==> config.mk <==
export PLATFORM = sky130hd
export DESIGN_NAME = salc_ram
export DESIGN_NICKNAME = d
export VERILOG_FILES = /design/src/rtl/salc_ram.sv
export SDC_FILE = /design/constraint.sdc
export NUM_CORES = 1
export LEC_CHECK = 0
export ABC_AREA = 1
export BUFFER_PORTS_ARGS = -buffer_cell sky130_fd_sc_hd__buf_4
export CAP_MARGIN = 15
export CORE_MARGIN = 10
export CORE_UTILIZATION = 30
export CTS_CLUSTER_SIZE = 14
export DETAILED_ROUTE_END_ITERATION = 8
export PLACE_DENSITY = 0.49
export RECOVER_POWER = 100
export SLEW_MARGIN = 20
export SYNTH_ARGS = -nofsm -noshare
export SYNTH_HDL_FRONTEND = slang
export SYNTH_SLANG_ARGS = --single-unit
==> constraint.sdc <==
create_clock -name clk_i -period 2.6 [get_ports clk_i]
set_input_delay 0.13 -clock clk_i [delete_from_list [all_inputs] [get_ports clk_i]]
set_output_delay 0.13 -clock clk_i [all_outputs]
set_load 0.05 [all_outputs]
==> src/rtl/salc_ram.sv <==
module salc_ram #(
  parameter int unsigned WIDTH = 8,
  parameter int unsigned DEPTH = 16
) (
  input  logic                                   clk_i,
  input  logic                                   we_i,
  input  logic [(DEPTH > 1 ? $clog2(DEPTH) : 1)-1:0] waddr_i,
  input  logic [WIDTH-1:0]                       wdata_i,
  input  logic                                   re_i,
  input  logic [(DEPTH > 1 ? $clog2(DEPTH) : 1)-1:0] raddr_i,
  output logic [WIDTH-1:0]                       rdata_o
);

  logic [WIDTH-1:0] mem_q [DEPTH];
  logic [WIDTH-1:0] rdata_q;

  // one write port, one registered read port
  always_ff @(posedge clk_i) begin
    if (we_i) begin
      mem_q[waddr_i] <= wdata_i;
    end
    if (re_i) begin
      rdata_q <= mem_q[raddr_i];
    end
  end

  assign rdata_o = rdata_q;

endmodule

* After elaboration in Yosys (flattened, before gate mapping)
Memories as Yosys holds them, arrays and structs flattened. A register that Yosys moved wholly into a read port is not among the register bits.
Index checks and enable logic that the tools add are counted.
** Operators by class
- Add/subtract/negate cells :: 0
- $mul :: 0
- Div/mod/pow operators :: 0
- $lt $le $gt $ge :: 0
- Equality and inequality tests :: 0
- Shift operators :: 0
- Muxes and demuxes :: 2
- Bitwise logic cells :: 0
- Reductions and logical operators :: 0
** Operators by type and width (count)
- two-way mux 1 bit :: 2
** Word-level totals
- Flip-flop bits (word level) :: 0
- Bits in latches :: 0
- Bits in writable memories :: 128
- ROM bits :: 0
- Input port bits :: 19
- Logic and storage cells :: 3
- Memories kept :: 1
** Memories
- mem_q :: words 16, width 8, read ports 1, clocked after memory_dff 1, write ports 1, line 14 : logic [WIDTH-1:0] mem_q [DEPTH];

* Longest topological paths before layout
Gate-level depths: netlist of run 1.
- Depth after elaboration :: 2
- Mapped depth :: 8

* Least setup slack after synthesis of run 1
Ideal clock, no wire load.
- Path type :: in2reg
- Start :: input waddr_i[2] (netlist name)
- End :: memory mem_q[10][0] (enable)
- Arrival :: 711 ps
- Required time :: 2230 ps
- Setup slack :: 1519 ps
- Cell stages on the path :: 2
- Path buffers :: 0
- Cells stage by stage :: nand3b_1 > nor2_1
** RTL lines
- start: declaration :: line 7 : input logic [(DEPTH > 1 ? $clog2(DEPTH) : 1)-1:0] waddr_i,
- end: declaration :: line 14
Straight into the memory's write port.

==> results of run 1 <==
-- power by group through the flow --
stage | logic, uW | registers [uW] | clock network [uW]
after global placement | 344 | 2530 | 0
after detailed placement | 346 | 2530 | 0
after global routing | 362 | 2490 | 2590
after CTS | 347 | 2480 | 2470
final | 323 | 2490 | 2430
after floorplan | 173 | 2560 | 0
-- area by class of cell --
class                           count  share of cell area
Multi-Input combinational cell    289               0.179
Inverter                          102              0.0566
Clock inverter                     11              0.0228
Sequential cell                   136               0.604
Timing Repair Buffer               30              0.0229
Tap cell                          265              0.0490
Clock buffer                       21              0.0651
-- cells in the mapped netlist (all sizes together) --
cell type / number / area [sq um]
buf: 24 / 166
nor2: 17 / 63.8
nand3b: 2 / 15.0
edfxtp: 136 / 4080
inv: 102 / 383
nand3: 97 / 485
nand2: 173 / 649
-- sequential cells by signal, summed over array words and instances (netlist names) --
signal   flops
mem_q      128
rdata_o      8
-- worst max-delay path, cell delays in order --
cell	delay, ns
buf_4	0.21
inv_1	0.61
clkbuf_1	0.48
nand2_1	0.09
nand3_1	0.10
nand3_1	0.10
nand3_1	0.13
nand2_1	0.06
-- placed cells by master, fill, tap and decap left out, drive strengths merged --
master,netlist,final
nand2,173,173
edfxtp,136,136
inv,102,102
nand3,97,97
clkbuf,0,43
nor2,17,17
buf,24,8
clkinv,0,7
bufinv,0,4
nand3b,2,2
-- worst max path at each step --
stage	to	startpoint	slack (ns)	cells after the start
6_report	rdata_o[6]$_DFFE_PP_	raddr_i[0]	0.83	8
5_1_grt	rdata_o[6]$_DFFE_PP_	raddr_i[0]	0.58	8
4_1_cts	rdata_o[5]$_DFFE_PP_	raddr_i[0]	1.24	8
3_5_place_dp	rdata_o[5]$_DFFE_PP_	raddr_i[0]	0.79	8
3_3_place_gp	rdata_o[5]$_DFFE_PP_	raddr_i[0]	0.82	8
2_1_floorplan	mem_q[10][0]$_DFFE_PP_	waddr_i[2]	1.52	2
-- cell families (layout without fill, tap and decap cells) --
logic type	Yosys count	count (layout)	synth area share
flops	136	136	0.698
simple gates	289	289	0.208
buf+inv	126	164	0.0939
-- stage by stage --
stage	total power (uW)	instances	utilization
3_5_place_dp	2880	822	0.323
5_1_grt	5440	854	0.350
4_1_cts	5300	854	0.354
2_1_floorplan	2740	551	-
3_3_place_gp	2870	822	0.323
6_report	5240	854	0.350
-- per-layer routing --
layer  share of wire  vias to the layer above  GRT usage
met5               0                        -          0
met4           0.024                        0     0.0556
met3           0.045                       20     0.0271
met2            0.45                      103      0.168
met1            0.48                     1790      0.149
li1                -                     1830          -
==> summary.txt, run 1 <==
STA
  • Final worst slack: 0.828 ns
  • Final hold violations: 0
  • Period minus WS final: 1.77 ns
  • Slew margin rel.: 0.331
  • Actual slew at the worst max-slew pin: 1.00 ns
  • Setup violations, final: 0
  • Final Cycle Share: 0.681
  • Max Slew Vio Count: 0
  • Setup TNS: 0 ns
  • RSZ-0062 raised after global routing: no
  • Worst Clk Skew: 0.00446 ns
  • Fmax: 564 MHz
  • Hold_ws: 0.109 ns

Yosys
  • Distinct cells, synth: 11
  • Post-synthesis sequential area ratio: 0.698
  • Synthesis-stage register bit count: 136
  • Cells after Synth: 551
  • Yosys warns: 0
  • Synthesized cell area: 5850 sq um
  • Syn_area_per_cell: 10.6 sq um
  • Syn Nets: 570

Route
  • DR iter-0 viols: 322
  • Wirelength per Cell: 16.4 um
  • Vias per cell: 4.38
  • Wirelength, routed: 14000 um
  • DRT antenna net count: 0
  • First-pass DRT Iterations: 5
  • Vias post-DR: 3743
  • Residual DRC: 0

Worst setup path
  • Worst path required time: 2.77 ns
  • R2r worst-path depth: 6
  • Crit. End Element: flip-flop
  • Critical path class: primary input to flip-flop
  • Reg2reg end: rdata_o[0]$_DFFE_PP_
  • Worst r2r src: mem_q[6][0]$_DFFE_PP_
  • CP Data Arrival Time: 1.94 ns
  • Critical path fanouts, max: 29
  • Reg2Reg Setup Slack: 1.41 ns
  • Startpoint type of the worst setup path: primary input

Clock tree
  • Clock root buffer: clkbuf_16
  • Clock Latency Late Sink: 0.41 ns
  • Worst-path clk slew: 0.06 ns
  • Setup Buffers After CTS: 0
  • Max Buffers Root-to-Sink: 2
  • CTS buffer count: 17
  • Sink Count: 136
  • H-tree depth: 4
  • CTS tree: built
  • Resize count post-CTS: 0
  • Cts hold-fix bufs: 0

Placed design
  • Area after DPL: 6250 sq um
  • IO Port Bufs: 26
  • DP HPWL: 8760 um
  • DP Worst Slack: 0.795 ns
  • Gp weighted congestion: 0.827

GRT
  • Antenna violations before repair: 0
  • Largest net degree at the start of global routing: 38
  • Vias in the first global route: 3695
  • First-pass GRT wire length: 21800 um
  • GR Overflow Total: 0
  • Global router's overall resource usage: 0.113

Floorplan
  • Die Height: 160 um
  • Number of I/O pins: 27
  • Rows: 51
  • Core Area: 19300 sq um
  • Die extent in x: 160 um
  • Initial Util: 0.302
  • Die area: 25500 sq um

Cells and area
  • Layout Nets: 595
  • Ant diodes: 0
  • Multi-input logic area: 1210 sq um
  • Layout area overhead: 15.6%
  • Design Area, Final: 6760 sq um
  • # fillers: 1904
  • Layout cells sized above 1: 0.0611
  • Reg area: 4080 sq um

Power and ir drop
  • Leakage: 0.00279 uW
  • Clock share of power: 0.464
  • Internal: 4140 uW
  • Combinational cell fraction of total power: 0.062
  • Switching fraction of total power: 0.211
  • Maximum vdd drop: 371 uV
  • P_sw: 1100 uW
  • Power Dens Cells: 775 nW/um^2
  • Sequential share of power: 0.474

Status
  • Status: complete, no violations

Min path
  • Hold WC Path Type: primary input to flip-flop
  • Worst Hold Launch: raddr_i[3]
  • Hold Path Depth: 3
  • WHS Endpoint: rdata_o[3]$_DFFE_PP_

Flow run
  • Max_cap viols: 0
(Power assumes the default switching activity.)
==> run 2: changes to the inputs <==
--- a/config.mk
+++ b/config.mk
@@ -5,7 +5,7 @@
 export SDC_FILE = /design/constraint.sdc
 export NUM_CORES = 1
 export LEC_CHECK = 0
-export ABC_AREA = 1
+export ABC_AREA = 0
 export BUFFER_PORTS_ARGS = -buffer_cell sky130_fd_sc_hd__buf_4
 export CAP_MARGIN = 15
 export CORE_MARGIN = 10
==> constraint.sdc (replaced) <==
create_clock -name clk_i -period 1.8 [get_ports clk_i]
set_input_delay 0.09 -clock clk_i [delete_from_list [all_inputs] [get_ports clk_i]]
set_output_delay 0.09 -clock clk_i [all_outputs]
set_load 0.05 [all_outputs]
==> summary.txt, run 2 <==
Status
  • Status: complete, no violations

Route
  • Residual DRC: 0 (unchanged)
  • First-pass DRT Iterations: 4 (-1)
  • Wirelength per Cell: 21.3 um (+30%)
  • DRT antenna net count: 0 (unchanged)
  • DR iter-0 viols: 211 (-34%)
  • Vias per cell: 4.81 (+9.7%)
  • Wirelength, routed: 11400 um (-18%)
  • Vias post-DR: 2576 (-31%)

Cells and area
  • Register bank with the most flops: mem_q
  • Layout Nets: 317 (-47%)
  • Ant diodes: 0 (unchanged)
  • Reg area: 4080 sq um (unchanged)
  • Layout Cells excl Fill: 536 (-37%)
  • Layout area overhead: 22.5%
  • Final Util: 0.373 (+0.0232)
  • Largest register FFs: 128 (unchanged)
  • # fillers: 1639 (-14%)
  • Most common cell after layout, fill and taps aside: edfxtp_1
  • Most frequent cells in the layout: 136 x edfxtp_1, 42 x clkbuf_1, 18 x mux4_2
  • Layout cells sized above 1: 0.190 (+0.129)
  • Multi-input logic area: 1060 sq um (-13%)

Clock tree
  • H-tree depth: 4 (unchanged)
  • CTS buffer count: 17 (unchanged)
  • CTS tree: built
  • Resize count post-CTS: 0 (unchanged)
  • Clock Latency Late Sink: 0.41 ns (about the same)
  • Clock root buffer: clkbuf_16
  • Cts hold-fix bufs: 7 (+7)
  • Worst-path clk slew: 0.06 ns (about the same)
  • Sink Count: 136 (unchanged)
  • Setup Buffers After CTS: 0 (unchanged)
  • Max Buffers Root-to-Sink: 2 (unchanged)

GRT
  • Vias in the first global route: 2792 (-24%)
  • GR Overflow Total: 0 (unchanged)
  • First-pass GRT wire length: 17300 um (-21%)
  • Largest net degree at the start of global routing: 17 (-55%)
  • Global router's overall resource usage: 0.100 (-0.0122)
  • Antenna violations before repair: 0 (unchanged)

Yosys
  • Synth top area share: 0.781 (+0.0828)
  • Post-synth ARST share: 0 (unchanged)
  • Top FF cell, synth: edfxtp_1
  • Synthesis-stage register bit count: 136 (unchanged)
  • Number of synthesized flops with an enable pin: 136 (unchanged)
  • Top cells by area, synth: edfxtp_1 78%, mux4_2 7.8%, mux4_1 7.0%
  • Synth area leader: edfxtp_1
  • Most frequent cell after synthesis: edfxtp_1
  • Commonest cells post-synth: 136 x edfxtp_1, 18 x mux4_2, 16 x a22oi_1, 14 x mux4_1, 13 x nor2_1
  • Yosys warns: 0 (unchanged)
  • Cells after Synth: 229 (-58%)
  • Syn Nets: 248 (-56%)
  • Post-synthesis sequential area ratio: 0.781 (+0.0828)
  • Syn_area_per_cell: 22.8 sq um (+120%)
  • Distinct cells, synth: 18 (+7)
  • Synthesized cell area: 5230 sq um (-11%)

Min path
  • Hold WC Path Type: primary input to flip-flop
  • Worst Hold Launch: waddr_i[0]

Floorplan
  • Die extent in x: 152 um (-4.8%)
  • Initial Util: 0.304 (+0.00194)
  • Die area: 23100 sq um (-9.3%)
  • Core Area: 17200 sq um (-11%)
  • Number of I/O pins: 27 (unchanged)
  • Die Height: 152 um (-4.8%)
  • Rows: 48 (-5.9%)

Worst setup path
  • R2r worst-path depth: 4 (-2)
  • CP endpoint: rdata_o[4]$_DFFE_PP_
  • Worst r2r src: mem_q[3][4]$_DFFE_PP_
  • Worst path slowest cell: mux4_2
  • CP Data Arrival Time: 1.81 ns (-0.13 ns)
  • Crit. End Element: flip-flop
  • Reg2Reg Setup Slack: 0.15 ns (-1.26 ns)
  • Worst path required time: 1.96 ns (-0.81 ns)
  • Startpoint type of the worst setup path: flip-flop
  • Slowest Stage Delay on Critical Path: 0.48 ns (-0.13 ns)
  • Crit path cell chain: mux4_2 > a22oi_1 > clkbuf_1 > nand2_1
  • Critical path fanouts, max: 1 (-97%)
  • Critical path class: flip-flop to flip-flop
  • Worst Setup SP: mem_q[3][4]$_DFFE_PP_
  • Reg2reg end: rdata_o[4]$_DFFE_PP_

Placed design
  • IO Port Bufs: 26 (unchanged)
  • Gp weighted congestion: 0.721 (-13%)
  • DP Worst Slack: 0.0400 ns (-0.755 ns)
  • DP HPWL: 7440 um (-15%)
  • Inst Count DP: 497 (-40%)

STA
  • Final hold violations: 0 (unchanged)
  • Actual slew at the worst max-slew pin: 0.740 ns (-0.264 ns)
  • RSZ-0062 raised after global routing: no
  • Period minus WS final: 1.65 ns
  • Final Cycle Share: 0.916
  • Worst Clk Skew: 0.00630 ns (+0.00185 ns)
  • Setup violations, final: 0 (unchanged)
  • Slew margin rel.: 0.506 (+0.176)
  • Max Slew Vio Count: 0 (unchanged)
  • Final worst slack: 0.152 ns (-0.677 ns)
  • Fmax: 607 MHz
  • Setup TNS: 0 ns (unchanged)

Power and ir drop
  • Power Dens Cells: 1170 nW/um^2 (+51%)
  • Leakage: 0.00206 uW (-26%)
  • Maximum vdd drop: 628 uV (+69%)

Flow run
  • Max_cap viols: 0 (unchanged)
-- run 2: cell types whose count changed in the layout (fill, tap and decap cells not counted), moves of 7 or more --
cell and delta:
dlygate4sd3_1 +7, mux4_2 +18, a22oi_1 +16, nand2_1 -164, clkbuf_1 +16, nand3_1 -96, inv_1 -101, mux4_1 +14
-- run 2: kinds of logic (layout without fill, tap and decap cells) --
group,Yosys count,in the layout,synth area share
AOI/OAI and AO/OA,16,16,0.0230
buffers and inverters,10,92,0.0165
DFF,136,136,0.781
muxes,32,32,0.148
and+or+nand+nor,35,35,0.0314
-- run 2: layout make-up --
class	count	area share
Timing Repair Buffer	60	0.0606
Tap cell	225	0.0440
Sequential cell	136	0.638
Multi-Input combinational cell	83	0.165
Clock buffer	21	0.0688
Clock inverter	11	0.0240
-- run 2: report_power, final --
part / internal [uW] / switching, uW
logic: 158 / 256
registers: 3570 / 17.1
clock network: 2290 / 1210
total: 6020 / 1480
-- run 2: critical path, delay by kind of cell (launching register included) --
kind | cells | cell delay (ns)
muxes | 1 | 0.48
AOI/OAI and AO/OA | 1 | 0.28
buffers and inverters | 1 | 0.19
and+or+nand+nor | 1 | 0.08
DFF | 1 | 0.37
-- run 2: worst min-delay path by stage --
stage | depth (start not counted) | endpoint | slack, ns
after floorplan | 0 | mem_q[0][0]$_DFFE_PP_ | 0.19
after global placement | 1 | mem_q[2][7]$_DFFE_PP_ | 0.40
after detailed placement | 1 | rdata_o[4]$_DFFE_PP_ | 0.40
after CTS | 1 | mem_q[7][3]$_DFFE_PP_ | 0.01
after global routing | 3 | mem_q[4][5]$_DFFE_PP_ | 0.18
final | 3 | mem_q[4][5]$_DFFE_PP_ | 0.18
-- run 2: metal layers --
layer  share of wire  global-route usage
met3           0.042              0.0294
met5               0                   0
met4          0.0075              0.0371
met1            0.48               0.137
met2            0.47               0.147
-- run 2: stage by stage --
step / power, uW / area, sq um / hold WS (ns)
2_1_floorplan: 3880 / 5230 / 0.189
3_3_place_gp: 4090 / 5880 / 0.403
3_5_place_dp: 4100 / 5880 / 0.403
4_1_cts: 7620 / 6550 / 0.0111
5_1_grt: 7770 / 6400 / 0.182
6_report: 7510 / 6400 / 0.184
==> run 3: changes to the inputs <==
--- a/config.mk
+++ b/config.mk
@@ -5,13 +5,14 @@
 export SDC_FILE = /design/constraint.sdc
 export NUM_CORES = 1
 export LEC_CHECK = 0
-export ABC_AREA = 0
+export ABC_AREA = 1
 export BUFFER_PORTS_ARGS = -buffer_cell sky130_fd_sc_hd__buf_4
 export CAP_MARGIN = 15
 export CORE_MARGIN = 10
 export CORE_UTILIZATION = 30
 export CTS_CLUSTER_SIZE = 14
 export DETAILED_ROUTE_END_ITERATION = 8
+export GPL_TIMING_DRIVEN = 0
 export PLACE_DENSITY = 0.49
 export RECOVER_POWER = 100
 export SLEW_MARGIN = 20
==> summary.txt, run 3 (synthesis gave the netlist of run 1 again) <==
STA
  • Setup violations, final: 0 (unchanged)
  • Fmax: 761 MHz (+25%)
  • RSZ-0062 raised after global routing: no
  • Period minus WS final: 1.31 ns (-0.335 ns)
  • Final hold violations: 0 (unchanged)
  • Slew margin rel.: 0.307 (-0.199)
  • Final Cycle Share: 0.730 (-0.186)
  • Hold_ws: 0.204 ns (+0.0204 ns)
  • Setup TNS: 0 ns (unchanged)
  • Max Slew Vio Count: 0 (unchanged)
  • Worst Clk Skew: 0.00577 ns (-0.000531 ns)
  • Actual slew at the worst max-slew pin: 1.04 ns (+0.299 ns)

GRT
  • GR Layer Usage met3: 0.0279 (-0.00143)
  • Largest net degree at the start of global routing: 17 (unchanged)
  • Antenna violations before repair: 0 (unchanged)
  • First-pass GRT wire length: 22700 um (+31%)
  • GR Util met2: 0.177 (+0.0300)
  • Met1 GRT Util: 0.160 (+0.0232)
  • Vias in the first global route: 3767 (+35%)
  • Busiest grt layer: met2
  • GR Overflow Total: 0 (unchanged)
  • Global router's overall resource usage: 0.119 (+0.0187)

Worst setup path
  • Crit. End Element: primary output
  • Worst path required time: 1.71 ns (-0.25 ns)
  • CP bufs+invs: 1 (unchanged)
  • Startpoint type of the worst setup path: flip-flop
  • Delay-heaviest family, CP: buffers and inverters
  • Slowest Stage Delay on Critical Path: 0.48 ns (about the same)
  • Crit path cell chain: clkbuf_1
  • Critical path class: flip-flop to primary output
  • Worst path slowest cell: clkbuf_1
  • Reg2Reg Setup Slack: 0.61 ns (+0.46 ns)
  • Critical path fanouts, max: 1 (unchanged)
  • CP Data Arrival Time: 1.22 ns (-0.59 ns)

Route
  • DR iter-0 viols: 349 (+65%)
  • Vias per cell: 4.39 (-8.7%)
  • Wirelength per Cell: 17.3 um (-19%)
  • Wirelength, routed: 15100 um (+32%)
  • Residual DRC: 0 (unchanged)
  • Vias post-DR: 3828 (+49%)
  • First-pass DRT Iterations: 5 (+1)
  • DRT antenna net count: 0 (unchanged)

Cells and area
  • Final Util: 0.357 (-0.0161)
  • Largest register FFs: 128 (unchanged)
  • # fillers: 1939 (+18%)
  • Ant diodes: 0 (unchanged)
  • Layout cells sized above 1: 0.0923 (-0.0975)
  • Most frequent cells in the layout: 173 x nand2_1, 136 x edfxtp_1, 100 x inv_1
  • Most common cell after layout, fill and taps aside: nand2_1
  • Layout Nets: 613 (+93%)
  • Reg area: 4080 sq um (unchanged)
  • Multi-input logic area: 1210 sq um (+15%)
  • Layout area overhead: 18.0%
  • Register bank with the most flops: mem_q

Floorplan
  • Rows: 51 (+6.3%)
  • Die extent in x: 160 um (+5.0%)
  • Number of I/O pins: 27 (unchanged)
  • Die area: 25500 sq um (+10%)
  • Core Area: 19300 sq um (+13%)
  • Die Height: 160 um (+5.0%)
  • Initial Util: 0.302 (-0.00194)

Clock tree
  • CTS buffer count: 17 (unchanged)
  • H-tree depth: 4 (unchanged)
  • Max Buffers Root-to-Sink: 2 (unchanged)
  • Sink Count: 136 (unchanged)
  • Resize count post-CTS: 0 (unchanged)
  • Clock root buffer: clkbuf_16
  • Clock Latency Late Sink: 0.42 ns (about the same)
  • CTS tree: built
  • Worst-path clk slew: 0.06 ns (about the same)

Power and ir drop
  • Power Dens Cells: 1120 nW/um^2 (-4.8%)
  • Leakage: 0.00286 uW (+39%)
  • Maximum vdd drop: 520 uV (-17%)
  • Final total power: 7700 uW (+2.6%)

Placed design
  • IO Port Bufs: 23 (-12%)
  • DP HPWL: 10200 um (+37%)
  • Gp weighted congestion: 0.890 (+23%)

Min path
  • Hold WC Path Type: primary input to flip-flop

Flow run
  • Max_cap viols: 0 (unchanged)

Status
  • Status: complete, no violations
==> run 3: final timing paths <==
check / startpoint / end / cells after the start
min: raddr_i[2] / rdata_o[6]$_DFFE_PP_ / 4
min reg2reg: mem_q[12][4]$_DFFE_PP_ / rdata_o[4]$_DFFE_PP_ / 6
max reg2reg: mem_q[0][1]$_DFFE_PP_ / rdata_o[1]$_DFFE_PP_ / 6
max: rdata_o[6]$_DFFE_PP_ / rdata_o[6] / 1
==> run 3: per-stage QoR <==
stage | std cells | instance area [sq um] | worst slack [ns]
after global routing | 872 | 6900 | 0.424
after CTS | 872 | 6970 | 0.560
after detailed placement | 839 | 6350 | 0.103
after floorplan | 551 | 5850 | 0.759
after global placement | 839 | 6350 | 0.111
final | 872 | 6900 | 0.486
==> run 3: timing repair <==
| item | in CTS | in global routing |
|---|---|---|
| hold buffers | 1 | 0 |
| endpoints found under the setup margin | 0 | 0 |
| hold endpoints to repair | 8 | 0 |
| setup buffers | 0 | 0 |
==> run 3: report_power, final <==
group	total [uW]	switching, uW	internal (uW)
registers	3590	16.6	3570
clock network	3600	1300	2300
logic	513	385	128
==> run 3: final cells by class <==
cell class / instances / area share
inverters: 102 / 0.0555
repair buffers: 24 / 0.0156
clock inverters: 13 / 0.0259
multi-input cells: 289 / 0.176
clock buffers: 19 / 0.0628
flip-flops and latches: 136 / 0.592
plain buffers: 24 / 0.0241
well taps: 265 / 0.0481
==> run 3: routing by layer <==
metal	up-vias	part of all wire
li1	1871	-
met1	1820	0.48
met2	116	0.44
met3	21	0.055
met4	0	0.024
met5	-	0
